[config.mk]
export PLATFORM = sky130hd
export DESIGN_NAME = can_bus_load_meter
export DESIGN_NICKNAME = d
export VERILOG_FILES = /design/src/hw/rtl/can_blm_pkg.sv /design/src/hw/rtl/can_blm_load.sv /design/src/hw/rtl/can_bus_load_meter.sv
export SDC_FILE = /design/constraint.sdc
export NUM_CORES = 2
export LEC_CHECK = 0
export ABC_CLOCK_PERIOD_IN_PS = 10100
export BUFFER_PORTS_ARGS = -buffer_cell sky130_fd_sc_hd__buf_4
export CAP_MARGIN = 25
export CORE_ASPECT_RATIO = 1.25
export CORE_UTILIZATION = 50
export CTS_CLUSTER_SIZE = 28
export DETAILED_ROUTE_END_ITERATION = 12
export PLACE_DENSITY = 0.63
export SLEW_MARGIN = 20
export SYNTH_ARGS = -nofsm -noshare
export SYNTH_HDL_FRONTEND = slang
export SYNTH_SLANG_ARGS = --single-unit
[constraint.sdc]
create_clock -name clk -period 10.1 [get_ports clk]
set_input_delay 1.01 -clock clk [delete_from_list [all_inputs] [get_ports clk]]
set_output_delay 1.01 -clock clk [all_outputs]
set_load 0.02 [all_outputs]
[src/hw/rtl/can_blm_pkg.sv]
// Shared types, constants and the frame bit time function of the CAN bus load meter.
package can_blm_pkg;

    // Command codes carried in s_tuser
    localparam logic [1:0] CMD_COUNT   = 2'd0;
    localparam logic [1:0] CMD_QUERY   = 2'd1;
    localparam logic [1:0] CMD_RESTART = 2'd2;

    // Configuration register indexes
    localparam logic [1:0] CFG_FIRST_RATE  = 2'd0;
    localparam logic [1:0] CFG_SECOND_RATE = 2'd1;
    localparam logic [1:0] CFG_CORE_CLOCK  = 2'd2;

    localparam int unsigned CLK_W   = 30;
    localparam int unsigned RATE_IW = 3;
    localparam logic [CLK_W-1:0] CORE_CLOCK_RESET = 30'd100000000;

    // Field widths
    localparam int unsigned ACC_W   = 32;
    localparam int unsigned TS_W    = 32;
    localparam int unsigned LOAD_W  = 7;
    localparam int unsigned FBITS_W = 8;
    localparam int unsigned IN_W    = 40;
    localparam int unsigned OUT_W   = 16;

    // Serial load datapath widths
    localparam int unsigned RATE_W    = 20;                 // up to 1000000
    localparam int unsigned PROD_W    = ACC_W + CLK_W;      // bits * clock
    localparam int unsigned DEN_W     = TS_W + RATE_W;      // rate * elapsed
    localparam int unsigned NUM_W     = PROD_W + 7;         // prod * 100
    localparam int unsigned DSH_W     = DEN_W + LOAD_W - 1; // den << 6
    localparam int unsigned STEP_W    = 5;

    localparam logic [STEP_W-1:0] MUL_STEPS   = 5'd30;
    localparam logic [STEP_W-1:0] SCALE_STEPS = 5'd7;
    localparam logic [STEP_W-1:0] DIV_STEPS   = 5'd7;

    localparam logic [RATE_W-1:0] RATE_BASE = 20'd125000;
    localparam logic [LOAD_W-1:0] LOAD_CAP  = 7'd100;

    // Frame bit time constants
    localparam logic [7:0]  STD_OVERHEAD   = 8'd47;
    localparam logic [7:0]  EXT_OVERHEAD   = 8'd67;
    localparam logic [3:0]  MAX_DATA_BYTES = 4'd8;
    localparam logic [10:0] STRETCH_NUM    = 11'd11;
    localparam logic [12:0] RECIP_TEN      = 13'd6554;  // 2^16 / 10, rounded up

    typedef enum logic [1:0] {
        ST_IDLE,
        ST_CALC,
        ST_PUT
    } top_state_t;

    typedef enum logic [2:0] {
        LD_IDLE,
        LD_MUL,
        LD_CMP,
        LD_SCALE,
        LD_DIV
    } ld_phase_t;

    typedef struct packed {
        logic              start;
        logic [ACC_W-1:0]  bits;
        logic [TS_W-1:0]   elapsed;
        logic [1:0]        rate_sel;   // 0 = 125k ... 3 = 1M
    } ld_req_t;

    typedef struct packed {
        logic              done;
        logic [LOAD_W-1:0] load;
    } ld_resp_t;

    // (overhead + 8*len) * 11 / 10; divide by ten through a reciprocal,
    // exact for every product below 16384
    function automatic logic [FBITS_W-1:0] frame_bit_time(input logic ext,
                                                          input logic [3:0] len);
        logic [3:0]  len_c;
        logic [7:0]  base;
        logic [10:0] stretched;
        logic [23:0] scaled;
        len_c     = (len > MAX_DATA_BYTES) ? MAX_DATA_BYTES : len;
        base      = (ext ? EXT_OVERHEAD : STD_OVERHEAD) + {1'b0, len_c, 3'b000};
        stretched = 11'({3'b000, base} * STRETCH_NUM);
        scaled    = 24'(stretched) * 24'(RECIP_TEN);
        return scaled[23:16];
    endfunction

endpackage

[src/hw/rtl/can_blm_load.sv]
// Bit-serial load unit: shift-add multiplies, scale by 100 and a restoring divide.
module can_blm_load
(
    input  logic                               clk,
    input  logic                               rst_n,
    input  can_blm_pkg::ld_req_t               req,
    input  logic [can_blm_pkg::CLK_W-1:0]      clock_hz,
    output can_blm_pkg::ld_resp_t              resp
);

    can_blm_pkg::ld_phase_t phase_reg, phase_next;

    logic [can_blm_pkg::STEP_W-1:0]  step_reg,  step_next;
    logic [can_blm_pkg::NUM_W-1:0]   mcand_reg, mcand_next;
    logic [can_blm_pkg::CLK_W-1:0]   mplr_reg,  mplr_next;
    logic [can_blm_pkg::PROD_W-1:0]  prod_reg,  prod_next;
    logic [can_blm_pkg::DEN_W-1:0]   dcand_reg, dcand_next;
    logic [can_blm_pkg::RATE_W-1:0]  dplr_reg,  dplr_next;
    logic [can_blm_pkg::DEN_W-1:0]   den_reg,   den_next;
    logic [can_blm_pkg::NUM_W-1:0]   num_reg,   num_next;
    logic [can_blm_pkg::DSH_W-1:0]   dsh_reg,   dsh_next;
    logic [can_blm_pkg::LOAD_W-1:0]  quo_reg,   quo_next;
    logic                            done_reg,  done_next;
    logic                            fits;

    always_ff @(posedge clk or negedge rst_n)
    begin
        if (!rst_n)
        begin
            phase_reg <= can_blm_pkg::LD_IDLE;
            done_reg  <= 1'b0;
        end
        else
        begin
            phase_reg <= phase_next;
            done_reg  <= done_next;
        end
    end

    always_ff @(posedge clk)
    begin
        step_reg  <= step_next;
        mcand_reg <= mcand_next;
        mplr_reg  <= mplr_next;
        prod_reg  <= prod_next;
        dcand_reg <= dcand_next;
        dplr_reg  <= dplr_next;
        den_reg   <= den_next;
        num_reg   <= num_next;
        dsh_reg   <= dsh_next;
        quo_reg   <= quo_next;
    end

    assign fits = (num_reg >= can_blm_pkg::NUM_W'(dsh_reg));

    always_comb
    begin
        phase_next = phase_reg;
        step_next  = step_reg;
        mcand_next = mcand_reg;
        mplr_next  = mplr_reg;
        prod_next  = prod_reg;
        dcand_next = dcand_reg;
        dplr_next  = dplr_reg;
        den_next   = den_reg;
        num_next   = num_reg;
        dsh_next   = dsh_reg;
        quo_next   = quo_reg;
        done_next  = 1'b0;

        case (phase_reg)
            can_blm_pkg::LD_IDLE:
            begin
                if (req.start)
                begin
                    mcand_next = can_blm_pkg::NUM_W'(req.bits);
                    mplr_next  = clock_hz;
                    prod_next  = '0;
                    dcand_next = can_blm_pkg::DEN_W'(req.elapsed);
                    dplr_next  = can_blm_pkg::RATE_BASE << req.rate_sel;
                    den_next   = '0;
                    step_next  = can_blm_pkg::MUL_STEPS - 5'd1;
                    phase_next = can_blm_pkg::LD_MUL;
                end
            end
            can_blm_pkg::LD_MUL:
            begin
                // one multiplier bit of each product per cycle
                if (mplr_reg[0])
                    prod_next = prod_reg + mcand_reg[can_blm_pkg::PROD_W-1:0];
                if (dplr_reg[0])
                    den_next = den_reg + dcand_reg;
                mcand_next = mcand_reg << 1;
                mplr_next  = mplr_reg >> 1;
                dcand_next = dcand_reg << 1;
                dplr_next  = dplr_reg >> 1;
                step_next  = step_reg - 5'd1;
                if (step_reg == '0)
                    phase_next = can_blm_pkg::LD_CMP;
            end
            can_blm_pkg::LD_CMP:
            begin
                if (prod_reg >= can_blm_pkg::PROD_W'(den_reg))
                begin
                    // ratio of one or more: cap
                    quo_next   = can_blm_pkg::LOAD_CAP;
                    done_next  = 1'b1;
                    phase_next = can_blm_pkg::LD_IDLE;
                end
                else
                begin
                    mcand_next = can_blm_pkg::NUM_W'(prod_reg);
                    mplr_next  = can_blm_pkg::CLK_W'(can_blm_pkg::LOAD_CAP);
                    num_next   = '0;
                    dsh_next   = {den_reg, 6'b000000};
                    quo_next   = '0;
                    step_next  = can_blm_pkg::SCALE_STEPS - 5'd1;
                    phase_next = can_blm_pkg::LD_SCALE;
                end
            end
            can_blm_pkg::LD_SCALE:
            begin
                if (mplr_reg[0])
                    num_next = num_reg + mcand_reg;
                mcand_next = mcand_reg << 1;
                mplr_next  = mplr_reg >> 1;
                step_next  = step_reg - 5'd1;
                if (step_reg == '0)
                begin
                    step_next  = can_blm_pkg::DIV_STEPS - 5'd1;
                    phase_next = can_blm_pkg::LD_DIV;
                end
            end
            can_blm_pkg::LD_DIV:
            begin
                // one quotient bit per cycle, most significant first
                if (fits)
                    num_next = num_reg - can_blm_pkg::NUM_W'(dsh_reg);
                quo_next  = {quo_reg[can_blm_pkg::LOAD_W-2:0], fits};
                dsh_next  = dsh_reg >> 1;
                step_next = step_reg - 5'd1;
                if (step_reg == '0)
                begin
                    done_next  = 1'b1;
                    phase_next = can_blm_pkg::LD_IDLE;
                end
            end
            default:
            begin
                phase_next = can_blm_pkg::LD_IDLE;
            end
        endcase
    end

    assign resp.done = done_reg;
    assign resp.load = quo_reg;

endmodule

[src/hw/rtl/can_bus_load_meter.sv]
// Top level of the two-channel CAN bus load meter: channel state, control and output stage.
//
//  Channel   Dir  Signals                            Contents (lowest bit first)
//  s_        in   s_tvalid s_tready s_tdata s_tuser  tdata: channel, data_length,
//                                                    extended_id, timestamp; tuser: command
//  m_        out  m_tvalid m_tready m_tdata          tdata: load_percent, frame_bits
//  cfg_      in   cfg_we cfg_index cfg_data          first rate 0, second rate 1, core clock 2
//
//  Count, restart and ignored items go from accept straight to the output stage. A query with
//  a rate set and a nonzero elapsed time first runs the load unit, which walks 30 multiplier
//  bits, one compare, 7 scale bits and 7 quotient bits one per cycle; a capped load stops
//  after the compare. One item is in flight at a time; the next item is taken while the last
//  result waits in the output register. Reset clears both channels, the rate indexes and sets
//  the clock to 100 MHz. A stalled output holds its item unchanged.
module can_bus_load_meter
(
    input  logic                                  clk,
    input  logic                                  rst_n,
    // input items
    input  logic                                  s_tvalid,
    output logic                                  s_tready,
    input  logic [can_blm_pkg::IN_W-1:0]          s_tdata,  // channel[1:0] data_length[5:2]
                                                            // extended_id[6] timestamp[38:7]
    input  logic [1:0]                            s_tuser,  // command[1:0]
    // result items
    output logic                                  m_tvalid,
    input  logic                                  m_tready,
    output logic [can_blm_pkg::OUT_W-1:0]         m_tdata,  // load_percent[6:0]
                                                            // frame_bits[14:7]
    // configuration writes
    input  logic                                  cfg_we,
    input  logic [1:0]                            cfg_index,
    input  logic [can_blm_pkg::CLK_W-1:0]         cfg_data
);

    // input field split
    logic [1:0]                     in_channel;
    logic [3:0]                     in_length;
    logic                           in_ext;
    logic [can_blm_pkg::TS_W-1:0]   in_ts;

    assign in_channel = s_tdata[1:0];
    assign in_length  = s_tdata[5:2];
    assign in_ext     = s_tdata[6];
    assign in_ts      = s_tdata[38:7];

    // configuration registers
    logic [can_blm_pkg::RATE_IW-1:0] rate1_reg;
    logic [can_blm_pkg::RATE_IW-1:0] rate2_reg;
    logic [can_blm_pkg::CLK_W-1:0]   clock_reg;

    always_ff @(posedge clk or negedge rst_n)
    begin
        if (!rst_n)
        begin
            rate1_reg <= '0;
            rate2_reg <= '0;
            clock_reg <= can_blm_pkg::CORE_CLOCK_RESET;
        end
        else if (cfg_we)
        begin
            case (cfg_index)
                can_blm_pkg::CFG_FIRST_RATE:  rate1_reg <= cfg_data[can_blm_pkg::RATE_IW-1:0];
                can_blm_pkg::CFG_SECOND_RATE: rate2_reg <= cfg_data[can_blm_pkg::RATE_IW-1:0];
                can_blm_pkg::CFG_CORE_CLOCK:  clock_reg <= cfg_data;
                default:                      ; // no register there: drop the write
            endcase
        end
    end

    // per-channel state, entry 0 is channel one
    logic [can_blm_pkg::ACC_W-1:0] acc_reg [2];
    logic [can_blm_pkg::ACC_W-1:0] acc_next [2];
    logic [can_blm_pkg::TS_W-1:0]  ts_reg  [2];
    logic [can_blm_pkg::TS_W-1:0]  ts_next [2];

    can_blm_pkg::top_state_t          state_reg, state_next;
    logic [can_blm_pkg::LOAD_W-1:0]   res_load_reg, res_load_next;
    logic [can_blm_pkg::FBITS_W-1:0]  res_bits_reg, res_bits_next;
    logic                             out_valid_reg, out_valid_next;
    logic [can_blm_pkg::OUT_W-1:0]    out_data_reg, out_data_next;

    can_blm_pkg::ld_req_t   ld_req;
    can_blm_pkg::ld_resp_t  ld_resp;

    always_ff @(posedge clk or negedge rst_n)
    begin
        if (!rst_n)
        begin
            state_reg     <= can_blm_pkg::ST_IDLE;
            out_valid_reg <= 1'b0;
            acc_reg[0]    <= '0;
            acc_reg[1]    <= '0;
            ts_reg[0]     <= '0;
            ts_reg[1]     <= '0;
        end
        else
        begin
            state_reg     <= state_next;
            out_valid_reg <= out_valid_next;
            acc_reg       <= acc_next;
            ts_reg        <= ts_next;
        end
    end

    always_ff @(posedge clk)
    begin
        res_load_reg <= res_load_next;
        res_bits_reg <= res_bits_next;
        out_data_reg <= out_data_next;
    end

    // item decode
    logic                               ch_ok;
    logic                               k;
    logic [can_blm_pkg::RATE_IW-1:0]    rate_idx;
    logic                               rate_on;
    logic [can_blm_pkg::FBITS_W-1:0]    fbits;
    logic [can_blm_pkg::ACC_W:0]        acc_sum;
    logic [can_blm_pkg::TS_W-1:0]       elapsed;

    assign ch_ok    = (in_channel == 2'd1) || (in_channel == 2'd2);
    assign k        = in_channel[1];
    assign rate_idx = k ? rate2_reg : rate1_reg;
    assign rate_on  = (rate_idx >= 3'd1) && (rate_idx <= 3'd4);
    assign fbits    = can_blm_pkg::frame_bit_time(in_ext, in_length);
    assign acc_sum  = {1'b0, acc_reg[k]} + (can_blm_pkg::ACC_W + 1)'(fbits);
    assign elapsed  = in_ts - ts_reg[k];

    always_comb
    begin
        state_next      = state_reg;
        res_load_next   = res_load_reg;
        res_bits_next   = res_bits_reg;
        out_data_next   = out_data_reg;
        out_valid_next  = out_valid_reg;
        acc_next        = acc_reg;
        ts_next         = ts_reg;
        s_tready        = 1'b0;
        ld_req.start    = 1'b0;
        ld_req.bits     = acc_reg[k];
        ld_req.elapsed  = elapsed;
        ld_req.rate_sel = 2'(rate_idx - 3'd1);

        // drain the output register
        if (out_valid_reg && m_tready)
            out_valid_next = 1'b0;

        case (state_reg)
            can_blm_pkg::ST_IDLE:
            begin
                s_tready = 1'b1;
                if (s_tvalid)
                begin
                    res_load_next = '0;
                    res_bits_next = '0;
                    state_next    = can_blm_pkg::ST_PUT;
                    if (ch_ok)
                    begin
                        case (s_tuser)
                            can_blm_pkg::CMD_COUNT:
                            begin
                                // saturate instead of wrapping
                                res_bits_next = fbits;
                                acc_next[k]   = acc_sum[can_blm_pkg::ACC_W] ?
                                                '1 : acc_sum[can_blm_pkg::ACC_W-1:0];
                            end
                            can_blm_pkg::CMD_QUERY:
                            begin
                                if (rate_on)
                                begin
                                    acc_next[k] = '0;
                                    ts_next[k]  = in_ts;
                                    // zero elapsed reports zero without the divide
                                    if (elapsed != '0)
                                    begin
                                        ld_req.start = 1'b1;
                                        state_next   = can_blm_pkg::ST_CALC;
                                    end
                                end
                            end
                            can_blm_pkg::CMD_RESTART:
                            begin
                                acc_next[k] = '0;
                                ts_next[k]  = in_ts;
                            end
                            default:
                            begin
                                // unknown command: change nothing
                            end
                        endcase
                    end
                end
            end
            can_blm_pkg::ST_CALC:
            begin
                if (ld_resp.done)
                begin
                    res_load_next = ld_resp.load;
                    state_next    = can_blm_pkg::ST_PUT;
                end
            end
            can_blm_pkg::ST_PUT:
            begin
                // advance once the output register is free or being taken
                if (!out_valid_reg || m_tready)
                begin
                    out_valid_next = 1'b1;
                    out_data_next  = {1'b0, res_bits_reg, res_load_reg};
                    state_next     = can_blm_pkg::ST_IDLE;
                end
            end
            default:
            begin
                state_next = can_blm_pkg::ST_IDLE;
            end
        endcase
    end

    can_blm_load u_load
    (
        .clk      (clk),
        .rst_n    (rst_n),
        .req      (ld_req),
        .clock_hz (clock_reg),
        .resp     (ld_resp)
    );

    assign m_tvalid = out_valid_reg;
    assign m_tdata  = out_data_reg;

endmodule

==> impl_metrics.csv <==
group,metric,value,unit
run_status,status,"complete, but fails checks",
run_status,violations,"DRC",
clock_network,clockRootBuffer,"clkbuf_16",
yosys,synth-edff-count,454,
floorplan,die_height,339,µm
cells_and_area,area_growth,10.4,%
global_route,grt_pass1_wl,195000,µm
global_route,met2_usage,45.6,%
global_route,grt_util_met1,33.7,%
route,drt_first_pass_iters,11,
cells_and_area,drive_gt1_share,10.5,%
floorplan,start_util,50.4,%
cells_and_area,final_core_util,55.7,%
global_route,grt_busiest_layer,"met2",
route,drtIter0Drc,2567,
timing,hold_violations,0,
cells_and_area,mostFrequentLayoutCell,"edfxtp_1",
clock_network,cts_tree,"built",
timing,rsz0062_at_grt,"false",
cells_and_area,num-fill-cells,8064,
timing,final.setup_skew,0.0257,ns
clock_network,insertion_delay,0.64,ns
setup_path,cp_slowest_cell,"fa_1",
setup_path,critPathArrivalTime,9.94,ns
timing,period_share,93.3,%
cells_and_area,antennaDiodeCount,0,
floorplan,ios,97,
global_route,first_global_vias,35300,
hold_path,hp-class,"input pin to async pin",
floorplan,die_area,0.0918,mm²
yosys,synth-async-reset-ratio,27.4,%
setup_path,crit_path_end_kind,"flip-flop",
cells_and_area,nets,5286,
clock_network,clk_pin_slew_worst_paths,0.06,ns
yosys,synth_ff_type,"edfxtp_1",
global_route,grt_start_max_net_pins,87,
timing,period_minus_slack,9.43,ns
route,wl_per_cell,20.6,µm
yosys,ys_types,92,
route,routed_wirelength,124000,µm
setup_path,critPathKind,"input pin to flip-flop",
timing,max_freq,0.106,GHz
timing,slew_headroom,29.8,%
yosys,syn_area,0.0453,mm²
clock_network,numCtsBuffers,71,
clock_network,htree_levels,3,
timing,setup_violations,0,
yosys,ys_ff_latch,625,
route,drc,2,
timing,worstMarginPinSlew,1.05,ns
timing,slew_viol_final,0,
global_route,grt_use_met3,2.79,%
floorplan,core.rowCount,123,
floorplan,core-area,0.0899,mm²
floorplan,die_x,271,µm
clock_network,cts_sinks,625,
yosys,synth-seq-area-share,39.6,%
placement,gp_congestion,0.963,
route,viasPerCell,5.97,
run,maxCapViolCount,0,
setup_path,crit_path_start_kind,"input pin",
route,ant_nets,0,
global_route,grt_overflow,0,
clock_network,clk_path_buf_depth,3,
setup_path,crit_path_max_fanout,6,
clock_network,holdBufCountCts,0,
cells_and_area,mostFrequentLayoutCells,"454 x edfxtp_1, 437 x nand2_1, 411 x ha_1",
global_route,grt_use_total,26.6,%
yosys,yosys_warnings,0,
placement,hpwlAfterDp,93600,µm
placement,port_buffers,94,
setup_path,slowest_delay,0.53,ns
route,vias,35800,
setup_path,crit_required,10.62,ns
yosys,synth_nets,5232,
yosys,avgSynthCellArea,9.63,µm²
global_route,antenna_found_initial,1,
yosys,syn_inst,4707,
[Yosys cell counts, types with 39 or more instances]
master	n	share of area, %
edfxtp_1	454	30
nand2_1	440	3.6
ha_1	411	11
a21oi_1	354	3.9
nor2_1	328	2.7
inv_1	283	2.3
o21ai_0	272	3.0
clkbuf_1	186	1.5
a21o_1	182	3.0
xnor2_1	161	3.1
dfrtp_1	159	8.8
xor2_1	124	2.4
mux2_2	123	3.1
nand3_1	97	1.1
and2_1	68	0.94
a22o_1	66	1.3
nand4_1	66	0.91
nor3_1	65	0.72
mux2i_1	64	1.4
o22ai_1	63	0.87
nor2b_1	54	0.75
o21a_1	49	0.81
o21bai_1	49	0.81
and3_1	45	0.62
a211oi_1	43	0.71
a31oi_1	39	0.54
[cell families (layout without fill, tap and decap cells)]
kind of cell	Yosys count	after routing	share of synthesized area (%)
AO/OA/AOI/OAI	1377	1377	20.0
XOR/XNOR	285	285	5.51
adder cells (fa/ha/maj)	446	446	12.9
buffers and inverters	487	598	4.08
flip-flops	625	625	39.6
multiplexers	187	187	4.47
other	1	1	0.00828
AND/OR/NAND/NOR	1299	1299	13.5
[worst max-delay path: cells and delay by family]
family,cells,cell delay [ns]
and+or+nand+nor,4,0.74
xor gates and xnor gates,4,0.78
AOI/OAI and AO/OA,16,2.56
adders and majority gates,11,3.95
buffers and inverters,8,0.89
[metal layers]
metal,vias to the layer above,part of all wire [%]
li1,17500,-
met5,-,0
met3,235,3.8
met2,832,48
met4,0,4.5
met1,17300,43
[worst paths after layout]
kind                            slack (ns)                            endpoint                           from  cells past startpoint
min in group clk                      0.42               m_tdata[10]$_DFFE_PP_  res_bits_reg[3]$_SDFFCE_PN0P_                      0
worst min register to register        0.42               m_tdata[10]$_DFFE_PP_  res_bits_reg[3]$_SDFFCE_PN0P_                      0
worst min-delay path                  0.28           clock_reg[27]$_DFFE_PN0P_                          rst_n                      1
worst max-delay path                  0.67              acc_reg[9]$_DFFE_PN0P_                     s_tdata[5]                     43
max in group asynchronous             8.05              ts_reg[27]$_DFFE_PN0P_                          rst_n                      4
worst max register to register        4.40  u_load.mcand_reg[39]$_SDFFCE_PP0P_          ts_reg[0]$_DFFE_PN0P_                     16
[per-stage QoR]
stage | hold slack, ns | instance area [µm²] | setup TNS [ns] | std cells | setup slack (ns)
4_1_cts | 0.274 | 49900 | 0 | 6001 | 0.396
6_report | 0.282 | 50000 | 0 | 6005 | 0.673
3_5_place_dp | 0.405 | 47500 | -12.79 | 5871 | -0.291
2_1_floorplan | 0.400 | 45300 | 0 | 4707 | 0.0168
3_3_place_gp | 0.403 | 47500 | -4.74 | 5869 | -0.168
5_1_grt | 0.309 | 50000 | 0 | 6005 | 0.0227
[timing repair]
| action | in CTS | in global routing |
|---|---|---|
| resized for setup | 0 | 11 |
| setup buffers | 0 | 0 |
| endpoints found under the setup margin | 0 | 64 |
[final cells by class]
class / count / area [µm²] / share of cell area, %
sequential: 625 / 17900 / 35.8
clock buffer: 96 / 2050 / 4.09
timing repair buffer: 185 / 1480 / 2.96
clock inverter: 34 / 328 / 0.655
inverter: 283 / 1060 / 2.12
multi-input combinational: 3595 / 25700 / 51.4
tap: 1187 / 1490 / 2.97
Power is left out: the tool's default activity adds up to more than one toggle a clock period on the data nets, which glitch-free logic cannot reach.
